### src/hw/rtl/spq_pkg.sv
// Package for the sorted-insert priority queue.
// Holds capacity, derived widths, command codes and the entry and link types.
// No dependencies.
package spq_pkg;

    localparam int CAPACITY = 32;
    localparam int CNT_W    = $clog2(CAPACITY + 1);
    localparam int VALUE_W  = 16;
    localparam int PRIO_W   = 8;
    localparam int INDEX_W  = 5;
    localparam int OCC_W    = 6;

    localparam logic CMD_INSERT = 1'b0;
    localparam logic CMD_READ   = 1'b1;

    typedef logic [CNT_W-1:0] count_t;

    typedef struct packed {
        logic [VALUE_W-1:0] value;
        logic [PRIO_W-1:0]  prio;
    } entry_t;

    typedef struct packed {
        entry_t entry;
        logic   after;
    } link_t;

endpackage

### src/hw/rtl/spq_cell.sv
// One storage cell of the priority queue chain.
// Depends on spq_pkg for entry_t and link_t.
module spq_cell (
    input  logic            aclk,
    input  logic            ins_en,
    input  logic            occupied,
    input  spq_pkg::entry_t new_entry,
    input  spq_pkg::link_t  left_link,
    output spq_pkg::link_t  right_link,
    output spq_pkg::entry_t entry
);

    spq_pkg::entry_t entry_reg;
    spq_pkg::entry_t entry_next;
    logic            gt;
    logic            after;

    assign gt    = occupied && (entry_reg.prio > new_entry.prio);
    assign after = gt || !occupied;

    assign right_link.entry = entry_reg;
    assign right_link.after = after;
    assign entry            = entry_reg;

    always_comb begin
        entry_next = entry_reg;
        if (ins_en && left_link.after) begin
            entry_next = left_link.entry;
        end else if (ins_en && after) begin
            entry_next = new_entry;
        end
    end

    always_ff @(posedge aclk) begin
        entry_reg <= entry_next;
    end

endmodule

### src/hw/rtl/sorted_insert_priority_queue.sv
// Top level of the sorted-insert priority queue: a chain of spq_cell stages.
// Depends on spq_pkg and spq_cell.
//
// Usage:
//   Input channel (s_*): one beat is a command. Insert (cmd 0) places
//   item_value/item_priority in ascending priority order, after any equal
//   priorities; a full queue drops it and reports accepted = 0. Read (cmd 1)
//   returns the entry at read_index, with entry_valid clear at or beyond
//   the occupancy.
//   Result channel (m_*): one beat per command, carrying occupancy and
//   is_full after the command.
//   The result beat is registered and valid in the cycle after the command beat.
//   Throughput: one command per cycle while s_ready is high. Every cell compares the new priority
//   and shifts in the same cycle, so inserts follow each other directly.
//   A command is taken while the result register is empty or being drained.
//   Stall: while m_ready is low with a result pending, s_ready is low and
//   the result holds.
//   Reset: clears the occupancy and the result valid flag; stored entries
//   are not cleared and are unreachable until written.
module sorted_insert_priority_queue (
    input  logic        aclk,
    input  logic        aresetn,
    input  logic        s_valid,
    output logic        s_ready,
    input  logic        s_cmd,
    input  logic [15:0] s_item_value,
    input  logic [7:0]  s_item_priority,
    input  logic [4:0]  s_read_index,
    output logic        m_valid,
    input  logic        m_ready,
    output logic        m_accepted,
    output logic        m_entry_valid,
    output logic [15:0] m_entry_value,
    output logic [7:0]  m_entry_priority,
    output logic [5:0]  m_occupancy,
    output logic        m_is_full
);

    spq_pkg::count_t count_reg;
    spq_pkg::count_t count_next;
    logic            full;
    logic            s_beat;
    logic            do_insert;
    spq_pkg::entry_t new_entry;

    logic [spq_pkg::CAPACITY-1:0] occupied;
    spq_pkg::link_t               links [spq_pkg::CAPACITY+1];
    spq_pkg::entry_t              cells [spq_pkg::CAPACITY];

    logic        m_valid_reg;
    logic        m_valid_next;
    logic        m_accepted_reg;
    logic        m_entry_valid_reg;
    logic [15:0] m_entry_value_reg;
    logic [7:0]  m_entry_priority_reg;
    logic [5:0]  m_occupancy_reg;
    logic        m_is_full_reg;

    logic        rd_valid;
    logic [15:0] rd_value;
    logic [7:0]  rd_prio;
    logic        full_next;

    assign s_ready   = !m_valid_reg || m_ready;
    assign s_beat    = s_valid && s_ready;
    assign full      = (count_reg == spq_pkg::count_t'(spq_pkg::CAPACITY));
    assign do_insert = s_beat && (s_cmd == spq_pkg::CMD_INSERT) && !full;

    assign new_entry.value = s_item_value;
    assign new_entry.prio  = s_item_priority;

    assign links[0] = '0;

    for (genvar i = 0; i < spq_pkg::CAPACITY; i++) begin : g_cell
        assign occupied[i] = (spq_pkg::count_t'(i) < count_reg);

        spq_cell u_cell (
            .aclk       (aclk),
            .ins_en     (do_insert),
            .occupied   (occupied[i]),
            .new_entry  (new_entry),
            .left_link  (links[i]),
            .right_link (links[i+1]),
            .entry      (cells[i])
        );
    end

    always_comb begin
        rd_valid = 1'b0;
        rd_value = '0;
        rd_prio  = '0;
        for (int i = 0; i < spq_pkg::CAPACITY; i++) begin
            if ((32'(s_read_index) == 32'(i)) && occupied[i]) begin
                rd_valid = 1'b1;
                rd_value = cells[i].value;
                rd_prio  = cells[i].prio;
            end
        end
    end

    always_comb begin
        count_next = count_reg;
        if (do_insert) begin
            count_next = count_reg + spq_pkg::count_t'(1);
        end
    end

    assign full_next = (count_next == spq_pkg::count_t'(spq_pkg::CAPACITY));

    always_comb begin
        m_valid_next = m_valid_reg;
        if (s_beat) begin
            m_valid_next = 1'b1;
        end else if (m_ready) begin
            m_valid_next = 1'b0;
        end
    end

    always_ff @(posedge aclk) begin
        if (!aresetn) begin
            count_reg   <= '0;
            m_valid_reg <= 1'b0;
        end else begin
            count_reg   <= count_next;
            m_valid_reg <= m_valid_next;
        end
    end

    always_ff @(posedge aclk) begin
        if (s_beat) begin
            m_accepted_reg <= do_insert;
            if (s_cmd == spq_pkg::CMD_READ) begin
                m_entry_valid_reg    <= rd_valid;
                m_entry_value_reg    <= rd_value;
                m_entry_priority_reg <= rd_prio;
            end else begin
                m_entry_valid_reg    <= 1'b0;
                m_entry_value_reg    <= '0;
                m_entry_priority_reg <= '0;
            end
            m_occupancy_reg <= 6'(count_next);
            m_is_full_reg   <= full_next;
        end
    end

    assign m_valid          = m_valid_reg;
    assign m_accepted       = m_accepted_reg;
    assign m_entry_valid    = m_entry_valid_reg;
    assign m_entry_value    = m_entry_value_reg;
    assign m_entry_priority = m_entry_priority_reg;
    assign m_occupancy      = m_occupancy_reg;
    assign m_is_full        = m_is_full_reg;

    a_count_bound: assert property (@(posedge aclk) disable iff (!aresetn)
        32'(count_reg) <= spq_pkg::CAPACITY)
        else $error("occupancy beyond capacity");

    a_insert_count: assert property (@(posedge aclk) disable iff (!aresetn)
        do_insert |=> (count_reg == $past(count_reg) + spq_pkg::count_t'(1)))
        else $error("stored insert did not advance occupancy");

    a_sorted_head: assert property (@(posedge aclk) disable iff (!aresetn)
        occupied[1] |-> (cells[0].prio <= cells[1].prio))
        else $error("head cells out of order");

    a_read_not_accepted: assert property (@(posedge aclk) disable iff (!aresetn)
        (m_valid && m_entry_valid) |-> !m_accepted)
        else $error("read result flagged as stored insert");

endmodule
### config.mk
export PLATFORM = sky130hd
export DESIGN_NAME = sorted_insert_priority_queue
export DESIGN_NICKNAME = d
export VERILOG_FILES = /design/src/hw/rtl/spq_pkg.sv /design/src/hw/rtl/spq_cell.sv /design/src/hw/rtl/sorted_insert_priority_queue.sv
export SDC_FILE = /design/constraint.sdc
export NUM_CORES = 2
export LEC_CHECK = 0
export BUFFER_PORTS_ARGS = -buffer_cell sky130_fd_sc_hd__buf_2
export CAP_MARGIN = 20
export CORE_ASPECT_RATIO = 1.2
export CORE_MARGIN = 10
export CORE_UTILIZATION = 59
export DETAILED_ROUTE_END_ITERATION = 10
export GPL_TIMING_DRIVEN = 0
export PLACE_DENSITY = 0.77
export SLEW_MARGIN = 15
export SYNTH_ARGS = -nofsm -noshare
export SYNTH_HDL_FRONTEND = slang
export SYNTH_SLANG_ARGS = --single-unit
### constraint.sdc
create_clock -name aclk -period 5.62 [get_ports aclk]
set_clock_uncertainty 0.15 [all_clocks]
set_input_delay 0.281 -clock aclk [delete_from_list [all_inputs] [get_ports aclk]]
set_output_delay 0.281 -clock aclk [all_outputs]
set_load 0.005 [all_outputs]
==> results.json <==
{
  "clk_pin_slew_ns": 0.06,
  "postSynthCellCount": 4052,
  "status": "finished, violations left",
  "grt_max_degree": 34,
  "initial_core_util_pct": 59.7,
  "ys_ff_latch": 808,
  "regArea_um2": 24200,
  "tritoncts": "built",
  "cp.depth": 10,
  "cts_max_path_buffers": 3,
  "yosys_warnings": 0,
  "cp_top_family": "simple AND/OR/NAND/NOR gates",
  "clock_latency_ns": 0.70,
  "drive_above_1_share_pct": 25.3,
  "fin_nets": 4579,
  "ff2ff_path_depth": 10,
  "vias": 41663,
  "grt_pass1_wl_um": 291000,
  "clock-sinks": 808,
  "cts_root_buffer": "clkbuf_16",
  "async_flop_share_pct": 0,
  "cts_buffers": 84,
  "cp-endpoint": "m_entry_value[1]",
  "io_pins": 69,
  "drt_wl_total_um": 208000,
  "place.gp.congestion": 1.09,
  "route.detailed.drc": 0,
  "synth_edf_count": 801,
  "critPathArrivalTime_ns": 5.95,
  "grt_pass1_vias": 40459,
  "maxCapViolations": 0,
  "p_total_mw": 15.4,
  "drv_slew": 0,
  "min_path_cells": 1,
  "synthTopCellsByCount": "edfxtp_1 (801), mux2_2 (640), ha_1 (258), nand2_1 (256), clkbuf_1 (212)",
  "ys_top_cells_by_area": "edfxtp_1 (50%), mux2_2 (15%), ha_1 (6.7%)",
  "crit_fanout": 10,
  "first_iter_violations": 6873,
  "row_count": 114,
  "timing.rr.end": "m_entry_value[1]",
  "tightestPinTransition_ns": 1.28,
  "startpoint_type": "register",
  "drt-pass1-iter-count": 10,
  "rr_startpoint": "count_reg[1]",
  "post-route-util_pct": 67.3,
  "fin_crit_ns": 5.69,
  "rsz0062_at_grt": "no",
  "wl_per_cell_um": 38.5,
  "hold_viol_final": 0,
  "critPathRequiredTime_ns": 5.89,
  "worstSetupStartpoint": "count_reg[1]",
  "synthesis.area_um2": 48300,
  "syn_avg_cell_area_um2": 11.9,
  "synthToLayoutAreaGrowth_pct": 12.7,
  "synth.yosys.seq_area_share_pct": 50.1,
  "placedInstanceArea_um2": 51200,
  "grt.overflow.total": 0,
  "path_buf_inv": 3,
  "ir_worst_vdd_mv": 0.275,
  "netlist.area_leader.share_pct": 49.8,
  "largest_reg_flops": 768,
  "dp_hpwl_um": 158000,
  "synth_ff_type": "edfxtp_1",
  "cpMaxStageDelayCell": "nor4b_1",
  "grt_use_total_pct": 43.4,
  "cts_setup_buffers": 0,
  "finalInstanceArea_um2": 54400,
  "hold_class": "in -> reg",
  "h-tree-depth": 3,
  "postRouteAntennaNets": 0,
  "powerDensity_nw_per_um2": 282,
  "fp.dieH_um": 333,
  "syn_nets": 4344,
  "die-area_um2": 93800,
  "leakage_nw": 19.6,
  "ff2ff_setup_slack_ns": -0.07,
  "via_per_inst": 7.71,
  "multiInputGateArea_um2": 22800,
  "setup_tns_ns": -0.655,
  "maxSlewHeadroom_pct": 14.3,
  "yosysMostFrequentCell": "edfxtp_1",
  "nFillCells": 6040,
  "die_w_um": 281,
  "fmax_mhz": 176,
  "dp_slack_ns": -1.00,
  "slowest_delay_ns": 0.96,
  "crit_chain": "clkbuf_2 > inv_1 > ha_1 > nand2b_1 > buf_2 > o2111ai_2 > nand3_1 > nor4b_1 > o21ai_0 > a221o_1",
  "setup_viol": 23,
  "worst_slack_ns": -0.0655,
  "ys_types": 84,
  "end_kind": "register",
  "fin_crit_sh_pct": 101,
  "whs_ns": 0.0440,
  "io_buffers": 68,
  "worst-setup-path-type": "reg -> reg",
  "violations": "negative setup slack",
  "core-area_um2": 80900,
  "final_cells": 5404,
  "dp_cells": 5217,
  "synth_top_cell_by_area": "edfxtp_1",
  "antenna_found_initial": 14
}
[area by class of cell]
| type | count | area share (%) |
|---|---|---|
| clock inverters | 56 | 1.07 |
| well taps | 1044 | 2.40 |
| inverters | 116 | 0.800 |
| clock buffers | 98 | 4.00 |
| multi-input cells | 2807 | 41.9 |
| diodes | 5 | 0.0230 |
| flip-flops and latches | 808 | 44.4 |
| plain buffers | 320 | 2.48 |
| repair buffers | 150 | 2.91 |
[metal layers]
| layer | share of wire (%) | GRT usage, % | up-vias |
|---|---|---|---|
| li1 | - | - | 16658 |
| met1 | 33 | 49.1 | 19850 |
| met2 | 44 | 66.1 | 3854 |
| met3 | 12 | 11.9 | 1293 |
| met4 | 11 | 39.8 | 8 |
| met5 | 0.025 | 0.105 | - |
[power breakdown]
group | leakage, nW | internal [mW] | switching, mW
combinational | 10.6 | 0.792 | 1.30
clock | 1.35 | 3.21 | 2.62
sequential | 7.64 | 7.13 | 0.315
[repair_timing]
| item | CTS | global route |
|---|---|---|
| hold endpoints to repair | 68 | 0 |
| resized for setup | 22 | 17 |
| hold buffers | 26 | 0 |
| endpoints found under the setup margin | 925 | 566 |
[cells by family (layout without fill, tap and decap cells)]
| family | Yosys count | in the layout | synth area share (%) |
|---|---|---|---|
| xor+xnor | 5 | 5 | 0.0906 |
| simple gates | 829 | 829 | 8.45 |
| mux | 641 | 641 | 14.9 |
| fa+ha+maj | 258 | 258 | 6.68 |
| other cells | 0 | 5 | 0 |
| buf+inv | 437 | 740 | 3.65 |
| compound gates | 1074 | 1074 | 16.1 |
| flops | 808 | 808 | 50.1 |
[worst min-delay path by stage]
stage,start,end,slack (ns)
2_1_floorplan,s_item_priority[0],g_cell[0].u_cell.entry[0],0.23
3_3_place_gp,m_valid,m_valid,0.37
3_5_place_dp,s_item_value[0],g_cell[0].u_cell.entry[8],0.38
4_1_cts,s_item_priority[0],g_cell[0].u_cell.entry[0],0.03
5_1_grt,s_item_priority[0],g_cell[0].u_cell.entry[0],0.05
6_report,s_item_priority[0],g_cell[0].u_cell.entry[0],0.04
[cells in the final DEF (no fill, tap or decap), types with 34 or more instances in the layout]
| master | netlist | final |
|---|---|---|
| o21ai_0 | 109 | 106 |
| a21o_1 | 60 | 60 |
| a31oi_1 | 38 | 36 |
| edfxtp_1 | 801 | 801 |
| a211oi_1 | 42 | 37 |
| clkbuf_1 | 212 | 212 |
| mux2_2 | 640 | 640 |
| a221oi_1 | 54 | 54 |
| a222oi_1 | 38 | 38 |
| nor2_1 | 157 | 157 |
| a21oi_1 | 120 | 102 |
| inv_1 | 115 | 107 |
| o22ai_1 | 90 | 90 |
| a22oi_1 | 34 | 34 |
| clkbuf_16 | 0 | 85 |
| nor2b_1 | 46 | 46 |
| buf_2 | 97 | 170 |
| nand4_1 | 92 | 92 |
| ha_1 | 258 | 258 |
| o211ai_1 | 200 | 200 |
| nand3_1 | 76 | 76 |
| nand2_1 | 256 | 250 |
| nor3_1 | 63 | 57 |
| o21a_1 | 40 | 40 |
(Power assumes the default switching activity.)
